===== src/rtl/cles_pkg.sv =====
// Shared types, codes and constants for the character LCD expander sequencer.
package cles_pkg;

	localparam int CFG_IDX_W  = 2;
	localparam int CFG_DATA_W = 8;
	localparam int WAIT_W     = 20;
	localparam int STEP_W     = 4;

	localparam logic [CFG_IDX_W-1:0] CFG_LINE_COUNT = 2'd0;
	localparam logic [CFG_IDX_W-1:0] CFG_TALL_FONT  = 2'd1;

	typedef enum logic [3:0] {
		ACT_INIT       = 4'd0,
		ACT_CLEAR      = 4'd1,
		ACT_HOME       = 4'd2,
		ACT_DISPLAY    = 4'd3,
		ACT_CURSOR     = 4'd4,
		ACT_BLINK      = 4'd5,
		ACT_SCROLL     = 4'd6,
		ACT_DIRECTION  = 4'd7,
		ACT_AUTOSCROLL = 4'd8,
		ACT_SET_CURSOR = 4'd9,
		ACT_CHAR       = 4'd10,
		ACT_GLYPH      = 4'd11,
		ACT_BACKLIGHT  = 4'd12
	} action_t;

	// What the back end does with one queue entry
	typedef enum logic [1:0] {
		KIND_SEND  = 2'd0,
		KIND_INIT  = 2'd1,
		KIND_LIGHT = 2'd2
	} kind_t;

	typedef struct packed {
		kind_t      kind;
		logic [7:0] data;        // command/data byte; function byte for init
		logic       rs;          // register select
		logic       long_settle; // clear/home settle time after the last nibble
		logic       bl;          // backlight bit for every byte of the run
	} q_entry_t;

	localparam logic [7:0] CMD_CLEAR    = 8'h01;
	localparam logic [7:0] CMD_HOME     = 8'h02;
	localparam logic [7:0] CMD_ENTRY    = 8'h04;
	localparam logic [7:0] CMD_DISPLAY  = 8'h08;
	localparam logic [7:0] CMD_SHIFT    = 8'h18;
	localparam logic [7:0] CMD_SHIFT_R  = 8'h04;
	localparam logic [7:0] CMD_FUNCTION = 8'h20;
	localparam logic [7:0] CMD_CGRAM    = 8'h40;
	localparam logic [7:0] CMD_DDRAM    = 8'h80;

	localparam logic [2:0] DISP_ON    = 3'h4;
	localparam logic [2:0] DISP_CURS  = 3'h2;
	localparam logic [2:0] DISP_BLINK = 3'h1;
	localparam logic [1:0] ENTRY_LTR  = 2'h2;
	localparam logic [1:0] ENTRY_AUTO = 2'h1;

	localparam logic [WAIT_W-1:0] WAIT_NONE     = 20'd0;
	localparam logic [WAIT_W-1:0] WAIT_ENABLE   = 20'd1;
	localparam logic [WAIT_W-1:0] WAIT_LATCH    = 20'd50;
	localparam logic [WAIT_W-1:0] WAIT_LONG     = 20'd2050;
	localparam logic [WAIT_W-1:0] WAIT_WAKE     = 20'd4550;
	localparam logic [WAIT_W-1:0] WAIT_WAKE_3   = 20'd200;
	localparam logic [WAIT_W-1:0] WAIT_POWER_UP = 20'd1000000;

	function automatic logic [7:0] row_base(input logic [1:0] r);
		logic [7:0] b;
		unique case (r)
			2'd0: b = 8'h00;
			2'd1: b = 8'h40;
			2'd2: b = 8'h14;
			default: b = 8'h54;
		endcase
		return b;
	endfunction

endpackage


===== src/rtl/cles_front.sv =====
// Front end: takes operations, keeps the panel flags and queues one entry per known operation.
module cles_front (
	input  logic                           clk,
	input  logic                           arst_n,
	input  logic                           in_valid,
	output logic                           in_ready,
	input  logic [3:0]                     action,
	input  logic [7:0]                     value,
	input  logic [1:0]                     row,
	input  logic                           flag,
	input  logic                           cfg_valid,
	input  logic [cles_pkg::CFG_IDX_W-1:0] cfg_index,
	input  logic [cles_pkg::CFG_DATA_W-1:0] cfg_data,
	output logic                           push_valid,
	input  logic                           push_ready,
	output cles_pkg::q_entry_t             push_entry
);
	import cles_pkg::*;

	logic [2:0] line_count_q;
	logic       tall_font_q;
	logic [2:0] display_flags_q;
	logic [1:0] entry_flags_q;
	logic [1:0] function_flags_q;
	logic       backlight_q;

	logic       accept;
	logic [2:0] disp_mask, disp_next;
	logic [1:0] entry_mask, entry_next;
	logic [1:0] func_next;
	logic [1:0] row_eff;
	logic [7:0] ddram_addr;
	logic       known;

	assign in_ready = push_ready;
	assign accept   = in_valid && push_ready;

	always_comb begin
		unique case (action)
			ACT_DISPLAY: disp_mask = DISP_ON;
			ACT_CURSOR:  disp_mask = DISP_CURS;
			default:     disp_mask = DISP_BLINK;
		endcase
		disp_next = flag ? (display_flags_q | disp_mask) : (display_flags_q & ~disp_mask);

		entry_mask = (action == ACT_DIRECTION) ? ENTRY_LTR : ENTRY_AUTO;
		entry_next = flag ? (entry_flags_q | entry_mask) : (entry_flags_q & ~entry_mask);

		func_next = function_flags_q
			| {line_count_q > 3'd1, tall_font_q && (line_count_q == 3'd1)};

		// clamp the row to the last line
		if ({1'b0, row} >= line_count_q)
			row_eff = (line_count_q == 3'd0) ? 2'd0 : 2'(line_count_q - 3'd1);
		else
			row_eff = row;
		ddram_addr = value + row_base(row_eff);
	end

	always_comb begin
		known                  = 1'b1;
		push_entry.kind        = KIND_SEND;
		push_entry.data        = 8'h00;
		push_entry.rs          = 1'b0;
		push_entry.long_settle = 1'b0;
		push_entry.bl          = backlight_q;
		unique case (action)
			ACT_INIT: begin
				push_entry.kind = KIND_INIT;
				push_entry.data = CMD_FUNCTION | {4'h0, func_next, 2'b00};
			end
			ACT_CLEAR: begin
				push_entry.data        = CMD_CLEAR;
				push_entry.long_settle = 1'b1;
			end
			ACT_HOME: begin
				push_entry.data        = CMD_HOME;
				push_entry.long_settle = 1'b1;
			end
			ACT_DISPLAY, ACT_CURSOR, ACT_BLINK: begin
				push_entry.data = CMD_DISPLAY | {5'h00, disp_next};
			end
			ACT_SCROLL: begin
				push_entry.data = flag ? (CMD_SHIFT | CMD_SHIFT_R) : CMD_SHIFT;
			end
			ACT_DIRECTION, ACT_AUTOSCROLL: begin
				push_entry.data = CMD_ENTRY | {6'h00, entry_next};
			end
			ACT_SET_CURSOR: begin
				push_entry.data = CMD_DDRAM | ddram_addr;
			end
			ACT_CHAR: begin
				push_entry.data = value;
				push_entry.rs   = 1'b1;
			end
			ACT_GLYPH: begin
				push_entry.data = CMD_CGRAM | {2'b00, value[2:0], 3'b000};
			end
			ACT_BACKLIGHT: begin
				push_entry.kind = KIND_LIGHT;
				push_entry.bl   = flag;
			end
			default: begin
				known = 1'b0;
			end
		endcase
	end

	// unknown actions are taken and dropped
	assign push_valid = in_valid && known;

	always_ff @(posedge clk or negedge arst_n) begin
		if (!arst_n) begin
			line_count_q     <= 3'd2;
			tall_font_q      <= 1'b0;
			display_flags_q  <= 3'h0;
			entry_flags_q    <= 2'h0;
			function_flags_q <= 2'h0;
			backlight_q      <= 1'b0;
		end else begin
			if (cfg_valid) begin
				if (cfg_index == CFG_LINE_COUNT)
					line_count_q <= cfg_data[2:0];
				else if (cfg_index == CFG_TALL_FONT)
					tall_font_q <= cfg_data[0];
			end
			if (accept) begin
				unique case (action)
					ACT_INIT: begin
						function_flags_q <= func_next;
						display_flags_q  <= DISP_ON;
						entry_flags_q    <= ENTRY_LTR;
					end
					ACT_DISPLAY, ACT_CURSOR, ACT_BLINK: display_flags_q <= disp_next;
					ACT_DIRECTION, ACT_AUTOSCROLL:      entry_flags_q   <= entry_next;
					ACT_BACKLIGHT:                      backlight_q     <= flag;
					default: ;
				endcase
			end
		end
	end

endmodule


===== src/rtl/cles_queue.sv =====
// Short register queue between the front and back ends.
module cles_queue #(
	parameter int Depth = 4
) (
	input  logic               clk,
	input  logic               arst_n,
	input  logic               push_valid,
	output logic               push_ready,
	input  cles_pkg::q_entry_t push_entry,
	output logic               pop_valid,
	input  logic               pop_ready,
	output cles_pkg::q_entry_t pop_entry
);
	import cles_pkg::*;

	localparam int PtrW = (Depth > 1) ? $clog2(Depth) : 1;
	localparam int CntW = $clog2(Depth + 1);

	q_entry_t            mem [Depth];
	logic [PtrW-1:0]     wr_ptr_q, rd_ptr_q;
	logic [CntW-1:0]     count_q;
	logic                push, pop;

	assign push_ready = (count_q != CntW'(Depth));
	assign pop_valid  = (count_q != '0);
	assign pop_entry  = mem[rd_ptr_q];
	assign push       = push_valid && push_ready;
	assign pop        = pop_valid && pop_ready;

	always_ff @(posedge clk) begin
		if (push)
			mem[wr_ptr_q] <= push_entry;
	end

	always_ff @(posedge clk or negedge arst_n) begin
		if (!arst_n) begin
			wr_ptr_q <= '0;
			rd_ptr_q <= '0;
			count_q  <= '0;
		end else begin
			if (push)
				wr_ptr_q <= (wr_ptr_q == PtrW'(Depth - 1)) ? '0 : wr_ptr_q + 1'b1;
			if (pop)
				rd_ptr_q <= (rd_ptr_q == PtrW'(Depth - 1)) ? '0 : rd_ptr_q + 1'b1;
			if (push && !pop)
				count_q <= count_q + 1'b1;
			else if (pop && !push)
				count_q <= count_q - 1'b1;
		end
	end

endmodule


===== src/rtl/cles_back.sv =====
// Back end: expands each queue entry into expander bytes in an output register, one per cycle unless out_ready stalls.
module cles_back (
	input  logic                          clk,
	input  logic                          arst_n,
	input  logic                          pop_valid,
	output logic                          pop_ready,
	input  cles_pkg::q_entry_t            pop_entry,
	output logic                          out_valid,
	input  logic                          out_ready,
	output logic [7:0]                    out_byte,
	output logic [cles_pkg::WAIT_W-1:0]   out_wait,
	output logic                          out_last
);
	import cles_pkg::*;

	localparam logic [STEP_W-1:0] STEP_POWER  = 4'd0;
	localparam logic [STEP_W-1:0] STEP_WAKE_3 = 4'd3;
	localparam logic [STEP_W-1:0] STEP_MODE4  = 4'd4;
	localparam logic [STEP_W-1:0] STEP_FUNC   = 4'd5;
	localparam logic [STEP_W-1:0] STEP_DISP   = 4'd6;
	localparam logic [STEP_W-1:0] STEP_CLEAR  = 4'd7;
	localparam logic [STEP_W-1:0] STEP_ENTRY  = 4'd8;
	localparam logic [STEP_W-1:0] STEP_LAST   = 4'd9;

	q_entry_t          cur_q;
	logic              cur_valid_q;
	logic [STEP_W-1:0] step_q;
	logic              half_q;
	logic [1:0]        phase_q;

	logic              out_valid_q;
	logic [7:0]        out_byte_q;
	logic [WAIT_W-1:0] out_wait_q;
	logic              out_last_q;

	logic              single_byte, single_nib, final_nib, op_end, item_last;
	logic [7:0]        cmd_byte, gen_byte;
	logic [3:0]        nib;
	logic              rs;
	logic [WAIT_W-1:0] final_wait, gen_wait;
	logic              slot_free, fire, load;

	always_comb begin
		single_byte = 1'b0;
		single_nib  = 1'b0;
		cmd_byte    = cur_q.data;
		rs          = cur_q.rs;
		final_wait  = cur_q.long_settle ? WAIT_LONG : WAIT_LATCH;
		unique case (cur_q.kind)
			KIND_SEND: ;
			KIND_LIGHT: single_byte = 1'b1;
			KIND_INIT: begin
				rs = 1'b0;
				if (step_q == STEP_POWER) begin
					single_byte = 1'b1;
				end else if (step_q < STEP_FUNC) begin
					// wake-up sequence: lone high nibbles
					single_nib = 1'b1;
					cmd_byte   = (step_q == STEP_MODE4) ? CMD_FUNCTION : 8'h30;
					if (step_q == STEP_MODE4)
						final_wait = WAIT_LATCH;
					else if (step_q == STEP_WAKE_3)
						final_wait = WAIT_WAKE_3;
					else
						final_wait = WAIT_WAKE;
				end else begin
					unique case (step_q)
						STEP_DISP:  cmd_byte = CMD_DISPLAY | {5'h00, DISP_ON};
						STEP_CLEAR: cmd_byte = CMD_CLEAR;
						STEP_ENTRY: cmd_byte = CMD_ENTRY | {6'h00, ENTRY_LTR};
						STEP_LAST:  cmd_byte = CMD_HOME;
						default:    cmd_byte = cur_q.data;
					endcase
					final_wait = (step_q == STEP_CLEAR || step_q == STEP_LAST)
						? WAIT_LONG : WAIT_LATCH;
				end
			end
			default: single_byte = 1'b1;
		endcase

		final_nib = single_nib || half_q;
		nib       = (half_q && !single_nib) ? cmd_byte[3:0] : cmd_byte[7:4];

		if (single_byte) begin
			gen_byte = {4'h0, cur_q.bl, 3'b000};
			gen_wait = (cur_q.kind == KIND_INIT) ? WAIT_POWER_UP : WAIT_NONE;
		end else begin
			gen_byte = {nib, cur_q.bl, phase_q == 2'd1, 1'b0, rs};
			unique case (phase_q)
				2'd0:    gen_wait = WAIT_NONE;
				2'd1:    gen_wait = WAIT_ENABLE;
				default: gen_wait = final_nib ? final_wait : WAIT_LATCH;
			endcase
		end

		op_end    = single_byte || (phase_q == 2'd2 && final_nib);
		item_last = op_end && (cur_q.kind != KIND_INIT || step_q == STEP_LAST);
	end

	assign slot_free = !out_valid_q || out_ready;
	assign fire      = cur_valid_q && slot_free;
	assign load      = pop_valid && (!cur_valid_q || (fire && item_last));
	assign pop_ready = !cur_valid_q || (fire && item_last);

	always_ff @(posedge clk) begin
		if (load)
			cur_q <= pop_entry;
		if (fire) begin
			out_byte_q <= gen_byte;
			out_wait_q <= gen_wait;
			out_last_q <= item_last;
		end
	end

	always_ff @(posedge clk or negedge arst_n) begin
		if (!arst_n) begin
			cur_valid_q <= 1'b0;
			step_q      <= '0;
			half_q      <= 1'b0;
			phase_q     <= 2'd0;
			out_valid_q <= 1'b0;
		end else begin
			if (slot_free)
				out_valid_q <= fire;
			if (load) begin
				cur_valid_q <= 1'b1;
				step_q      <= '0;
				half_q      <= 1'b0;
				phase_q     <= 2'd0;
			end else if (fire) begin
				if (item_last) begin
					cur_valid_q <= 1'b0;
				end else if (op_end) begin
					// advance to the next init step
					step_q  <= step_q + 1'b1;
					half_q  <= 1'b0;
					phase_q <= 2'd0;
				end else if (phase_q == 2'd2) begin
					half_q  <= 1'b1;
					phase_q <= 2'd0;
				end else begin
					phase_q <= phase_q + 1'b1;
				end
			end
		end
	end

	assign out_valid = out_valid_q;
	assign out_byte  = out_byte_q;
	assign out_wait  = out_wait_q;
	assign out_last  = out_last_q;

endmodule


===== src/rtl/char_lcd_expander_sequencer_core.sv =====
// Top level of the character LCD expander sequencer.
//
//  channel   dir  handshake               payload
//  s_axis    in   tvalid/tready           tuser action, tdata value/row/flag
//  m_axis    out  tvalid/tready           tdata expander byte/wait, tlast end of run
//  cfg       in   cfg_valid/cfg_ready     cfg_index, cfg_data
//
// The back end sends one expander byte per cycle while m_axis is ready: a command or character
// is 6 bytes, backlight 1, init 43. The front end takes one operation per cycle while the queue
// has room, so the output byte rate sets the sustained throughput.
// Reset clears the queue, the output register and the panel flags; nothing to sweep.
// A stall on m_axis backs up into the queue and then s_axis; cfg is always ready.
module char_lcd_expander_sequencer_core #(
	parameter int QueueDepth = 4
) (
	input  logic                            clk,
	input  logic                            arst_n,
	input  logic                            s_axis_tvalid,
	output logic                            s_axis_tready,
	input  logic [3:0]                      s_axis_tuser,  // action[3:0]
	input  logic [15:0]                     s_axis_tdata,  // value[7:0], row[9:8], flag[10]
	output logic                            m_axis_tvalid,
	input  logic                            m_axis_tready,
	output logic [31:0]                     m_axis_tdata,  // expander_byte[7:0], wait_us[27:8]
	output logic                            m_axis_tlast,
	input  logic                            cfg_valid,
	output logic                            cfg_ready,
	input  logic [cles_pkg::CFG_IDX_W-1:0]  cfg_index,
	input  logic [cles_pkg::CFG_DATA_W-1:0] cfg_data
);
	import cles_pkg::*;

	logic              push_valid, push_ready, pop_valid, pop_ready;
	q_entry_t          push_entry, pop_entry;
	logic [7:0]        out_byte;
	logic [WAIT_W-1:0] out_wait;

	assign cfg_ready = 1'b1;

	cles_front u_front (
		.clk        (clk),
		.arst_n     (arst_n),
		.in_valid   (s_axis_tvalid),
		.in_ready   (s_axis_tready),
		.action     (s_axis_tuser),
		.value      (s_axis_tdata[7:0]),
		.row        (s_axis_tdata[9:8]),
		.flag       (s_axis_tdata[10]),
		.cfg_valid  (cfg_valid),
		.cfg_index  (cfg_index),
		.cfg_data   (cfg_data),
		.push_valid (push_valid),
		.push_ready (push_ready),
		.push_entry (push_entry)
	);

	cles_queue #(
		.Depth (QueueDepth)
	) u_queue (
		.clk        (clk),
		.arst_n     (arst_n),
		.push_valid (push_valid),
		.push_ready (push_ready),
		.push_entry (push_entry),
		.pop_valid  (pop_valid),
		.pop_ready  (pop_ready),
		.pop_entry  (pop_entry)
	);

	cles_back u_back (
		.clk       (clk),
		.arst_n    (arst_n),
		.pop_valid (pop_valid),
		.pop_ready (pop_ready),
		.pop_entry (pop_entry),
		.out_valid (m_axis_tvalid),
		.out_ready (m_axis_tready),
		.out_byte  (out_byte),
		.out_wait  (out_wait),
		.out_last  (m_axis_tlast)
	);

	assign m_axis_tdata = {4'h0, out_wait, out_byte};

endmodule


===== config.mk =====
export PLATFORM = sky130hd
export DESIGN_NAME = char_lcd_expander_sequencer_core
export DESIGN_NICKNAME = d
export VERILOG_FILES = /design/src/rtl/cles_pkg.sv /design/src/rtl/cles_front.sv /design/src/rtl/cles_queue.sv /design/src/rtl/cles_back.sv /design/src/rtl/char_lcd_expander_sequencer_core.sv
export SDC_FILE = /design/constraint.sdc
export NUM_CORES = 1
export LEC_CHECK = 0
export ABC_AREA = 1
export BUFFER_PORTS_ARGS = -buffer_cell sky130_fd_sc_hd__buf_2
export CORE_AREA = 2 2 107 109
export DETAILED_ROUTE_END_ITERATION = 12
export DIE_AREA = 0 0 109 111
export PLACE_DENSITY = 0.7
export SYNTH_ARGS = -nofsm -noshare
export SYNTH_HDL_FRONTEND = slang
export SYNTH_SLANG_ARGS = --single-unit

===== constraint.sdc =====
create_clock -name clk -period 7.93 [get_ports clk]
set_clock_uncertainty 0.15 [all_clocks]
set_input_delay 0 -clock clk [delete_from_list [all_inputs] [get_ports clk]]
set_output_delay 0 -clock clk [all_outputs]
set_load 0.005 [all_outputs]

# Word-level counts from Yosys, hierarchy flattened
# Memories as Yosys holds them, arrays and structs flattened. A register that Yosys moved wholly into a read port is not among the register bits.
# Cells that the tools add are included.
# word_totals
input_bits,35
ramBits,52
ff_bits,57
out_inout_bits,36
mem_count,1
elab_cells,182
# classes
magnitude_cmp,3
n_mux,61
n_eq_ne,30
bitwise_logic,8
n_reduce_logical,52
addsub,8
# mem_list
memory,depth,width,read_ports,rd_clocked_by_memory_dff,write_ports,line_no,source
u_queue.mem,4,13,1,1,1,cles_queue.sv:19,q_entry_t mem [Depth];
# op_table
cell,count
$mux W20,7
$pmux W8 S9,1
$pmux W20 S2,1
$pmux W8 S4,1
$eq A4 B3 Y1 const B,7
$eq A4 B4 Y1 const B,7
$mux W12,2
$mux W8,3
$mux W2,11
$pmux W7 S3,1
$mux W4,5
$mux W1,18
$mux W13,1
$reduce_or A13 Y1,1
$eq A4 B2 Y1 const B,3
$logic_and A1 B1 Y1,12
$mux W3,4
$pmux W3 S2,2
$reduce_and A2 Y1,6
$reduce_bool A2 Y1,6
$reduce_and A3 Y1,3
$eq A2 B1 Y1 const B,4
$eq A2 B2 Y1 const B,4
$logic_not A2 Y1,4
31 further kinds,48

# Depth between registers and ports, before layout
# logic_depth
word_depth,14
ltp_mapped,17
depth_no_buf,17

# Hierarchy
# From an unflattened synthesis, not the netlist that was laid out.
# hier_totals
hier_cells,593
area_unflattened_um2,5763.0
# by_module_without_submodules
module,seq_area_each_um2,cells_per_inst,n_inst,area_each_um2
cles_queue,1736.7,210,1,2606.2
cles_back,1126.1,195,1,1974.4
cles_front,301.5,181,1,1137.3
char_lcd_expander_sequencer_core,0.0,7,1,45.0

# Worst setup path after synthesis
# No wires, ideal clock.
# synth_path
path_type,reg-to-reg
start,register u_front.line_count_q[1]
end,memory u_queue.mem[0][9] (netlist name) (data pin)
setup_slack_ns,5.264
path_stages_with_launch,14
period_less_slack_ns,2.666
t_required_ns,7.494
arrival_time_ns,2.230
setup_time_ns,0.286
path_buffers,0
path_cell_list,dfstp_2 inv_1 ha_1 o21ai_0 a21oi_1 nand3_1 o21ai_0 ha_1 ha_1 nand2_1 a21oi_1 xnor2_1 xor2_1 o21ai_0
# synth_lines
element,line_no,source
start: declaration,cles_front.sv:20,logic [2:0] line_count_q;
start signal: assignment,cles_front.sv:123,line_count_q <= cfg_data[2:0];
end: declaration,cles_queue.sv:19,

==> impl_results.md <==
* Via/cell ratio at 5.07
* CTS Buf Count at 9
* Status: complete, no violations
* Crit path max fanout at 4
* #FFs+latches synth at 110
* Boundary pin count at 71
* Top-count cell post-synth: edfxtp_1
* DR WL/cell at roughly 14 um
* Part of the Yosys area used for sequential elements at 0.591
* Post-synth cell types at 45
* Nets@finish at 641
* Max-cap viol count at 0
* PortBufs at between 50 and 60
* Fin crit period at between 3 and 4 ns
* Die Area at 12100 um^2
* Pins Over Slew Limit at 0
* Post-synth top cells: edfxtp_1 (82), nand2_1 (70), nor2_1 (63)
* PD cells at 318 nW/um^2
* DIE WIDTH at roughly 110 um
* Synth Flop Type: edfxtp_1
* Synth area leaders: edfxtp_1 (46%), dfrtp_1 (13%), nand2_1 (4.9%)
* Initial antenna violation count at 0
* CTS Root Cell: clkbuf_16
* Final hold violation count at 0
* Global-route wire length before repair at 16700 um
* Max_slew headroom at 0.434
* Avg Cell Area, Syn at 10.4 um^2
* Post-Layout Cell Count at 736
* Mapped Area at 5360 um^2
* Final worst slack at 4.64 ns
* CP Launch Type: flop
* Synth async-reset ratio at 0.255
* Critical path capture point type: flop
* Clk Latency, worst-skew pair at 0.34 ns
* Post-synth top area cell: edfxtp_1
* Vias at 3731
* Number of global-route vias before repair at 3577
* RSZ-0062 raised after global routing: false
* Post-CTS setup buffer count at 0
* Area growth syn-to-layout at 15.7%
* Grt total ovfl at 0
* Post-route DRC at 0
* Worst Path Arrival at 3.22 ns
* Placer Congestion at 0.909
* DP Worst Slack at 4.77 ns
* Antenna-violating nets left at 0
* CP required at 7.86 ns
* Layout Utilization at 0.560
* DR pass1 iterations at 5
* Placed wire-length estimate at 7350 um
* Clk slew on worst S/H paths at 0.07 ns
* CTS Buffer Depth at 2
* Core ar. at 11100 um^2
* # clock sinks at 110
* Hold slack at 0.0220 ns
* Final setup vio count at 0
* Layout cells sized above 1 at 0.187
* # diodes at 0
* Cell Rows at 39
* Initial core utilization at 0.484
* Min-delay worst type: primary input to flop
* Htree depth at 3
* Crit path kind: flop to flop
* DRT iter0 DRCs at 241
* Routed wire length at a little over 10000 um
* Yosys warning total at 0
* GRT Util Overall at 0.179
* Period Utilization, post-route at 0.415
* Fmax at 304 MHz
* Worst VDD drop at between 200 and 250 uV
* CTS tree: built
* Worst Tran Pin Value at 0.849 ns
* DP Cell Count at 698
* TNS Setup at 0 ns
* Yosys top cell area share at 0.460
* EDFF count, synth at 82
* Syn Inst Count at 517
* Leak at 2.62 nW
* Die height at roughly 110 um
* Largest net degree at the start of global routing at 30
[cell type report]
| type | instances | area (um^2) |
|---|---|---|
| Clock buffer | 9 | 225 |
| Clock inverter | 6 | 55.1 |
| Fill cell | 946 | 4880 |
| Tap cell | 143 | 179 |
| Sequential cell | 110 | 3160 |
| Inverter | 67 | 254 |
| Multi-Input combinational cell | 322 | 1800 |
| Timing Repair Buffer | 79 | 523 |
[placed cells by master (no fill, tap or decap), drive strengths merged, types with 2 or more instances in the layout]
cell type    Yosys  layout
a21oi           22      22
a221oi           2       2
a22oi            3       3
a31oi            3       3
buf             18      56
clkbuf           7       9
clkinv           0       2
clkinvlp         0       2
conb             2       9
dfrtp           27      27
dlygate4sd3      0      23
edfxtp          82      82
ha              16      16
inv             67      69
mux2             3       3
nand2           80      80
nand3           19      19
nand4            2       2
nor2            71      71
nor3             4       4
o2111ai          2       2
o211ai           4       4
o21ai           55      55
o22ai           14      14
or2              2       2
xnor2            4       4
xor2             2       2
[layer usage]
metal,global-route usage,share of wire
met5,0,0
met4,0.0538,0.016
met3,0.0417,0.039
met2,0.312,0.52
met1,0.217,0.43
[metrics by stage]
stage / power (mW) / area, um^2
floorplan: 1.38 / 5380
global placement: 1.52 / 5690
detailed placement: 1.55 / 5690
CTS: 1.99 / 6200
global route: 2.11 / 6200
finish: 1.97 / 6200
[power breakdown]
group          switching, mW  internal, mW
registers              0.103         0.807
clock network          0.204         0.217
logic                  0.402         0.240
total                  0.708          1.26
[state kept, by name, summed over array words and instances (netlist names), 3 cells and up]
name,flops
u_queue.mem,52
u_back.cur_q,13
u_back.out_wait,9
u_back.out_byte,7
u_back.step_q,4
u_front.display_flags_q,3
u_front.line_count_q,3
u_queue.count_q,3
[what timing repair did]
item,CTS,global route
hold buffers,23,0
setup endpoints to repair,0,0
hold endpoints to repair,71,0
gates resized for setup,0,0
[worst max-delay path, stage by stage (launching register included)]
cell and delay, ns:
dfstp_2 0.56, inv_1 0.06, ha_1 0.27, o21ai_0 0.08
a21oi_1 0.24, o21ai_0 0.18, ha_1 0.24, ha_1 0.20
or2_2 0.28, nand3_1 0.09, nand4_1 0.08, dlygate4sd3_1 0.61
[kinds of logic after synthesis]
| logic type | synth area share |
|---|---|
| buffers and inverters | 0.0782 |
| other | 0.00140 |
| flip-flops | 0.591 |
| AO/OA/AOI/OAI | 0.114 |
| AND/OR/NAND/NOR | 0.158 |
| adder cells (fa/ha/maj) | 0.0411 |
| XOR/XNOR | 0.00981 |
| multiplexers | 0.00631 |
[worst paths after layout]
kind                                         start                      end  slack, ns  cells after the start
setup / recovery           u_front.line_count_q[1]        u_queue.mem[1][7]       4.64                     11
hold / removal                     s_axis_tdata[6]        u_queue.mem[0][9]       0.02                      3
setup reg to reg           u_front.line_count_q[1]        u_queue.mem[1][7]       4.64                     11
hold reg to reg                    u_back.cur_q[0]       u_back.out_byte[3]       0.31                      0
max in group asynchronous                   arst_n  u_front.line_count_q[2]       7.05                      2
min in group asynchronous                   arst_n       u_back.cur_valid_q       0.10                      2
Power figures use the tool's default switching activity.
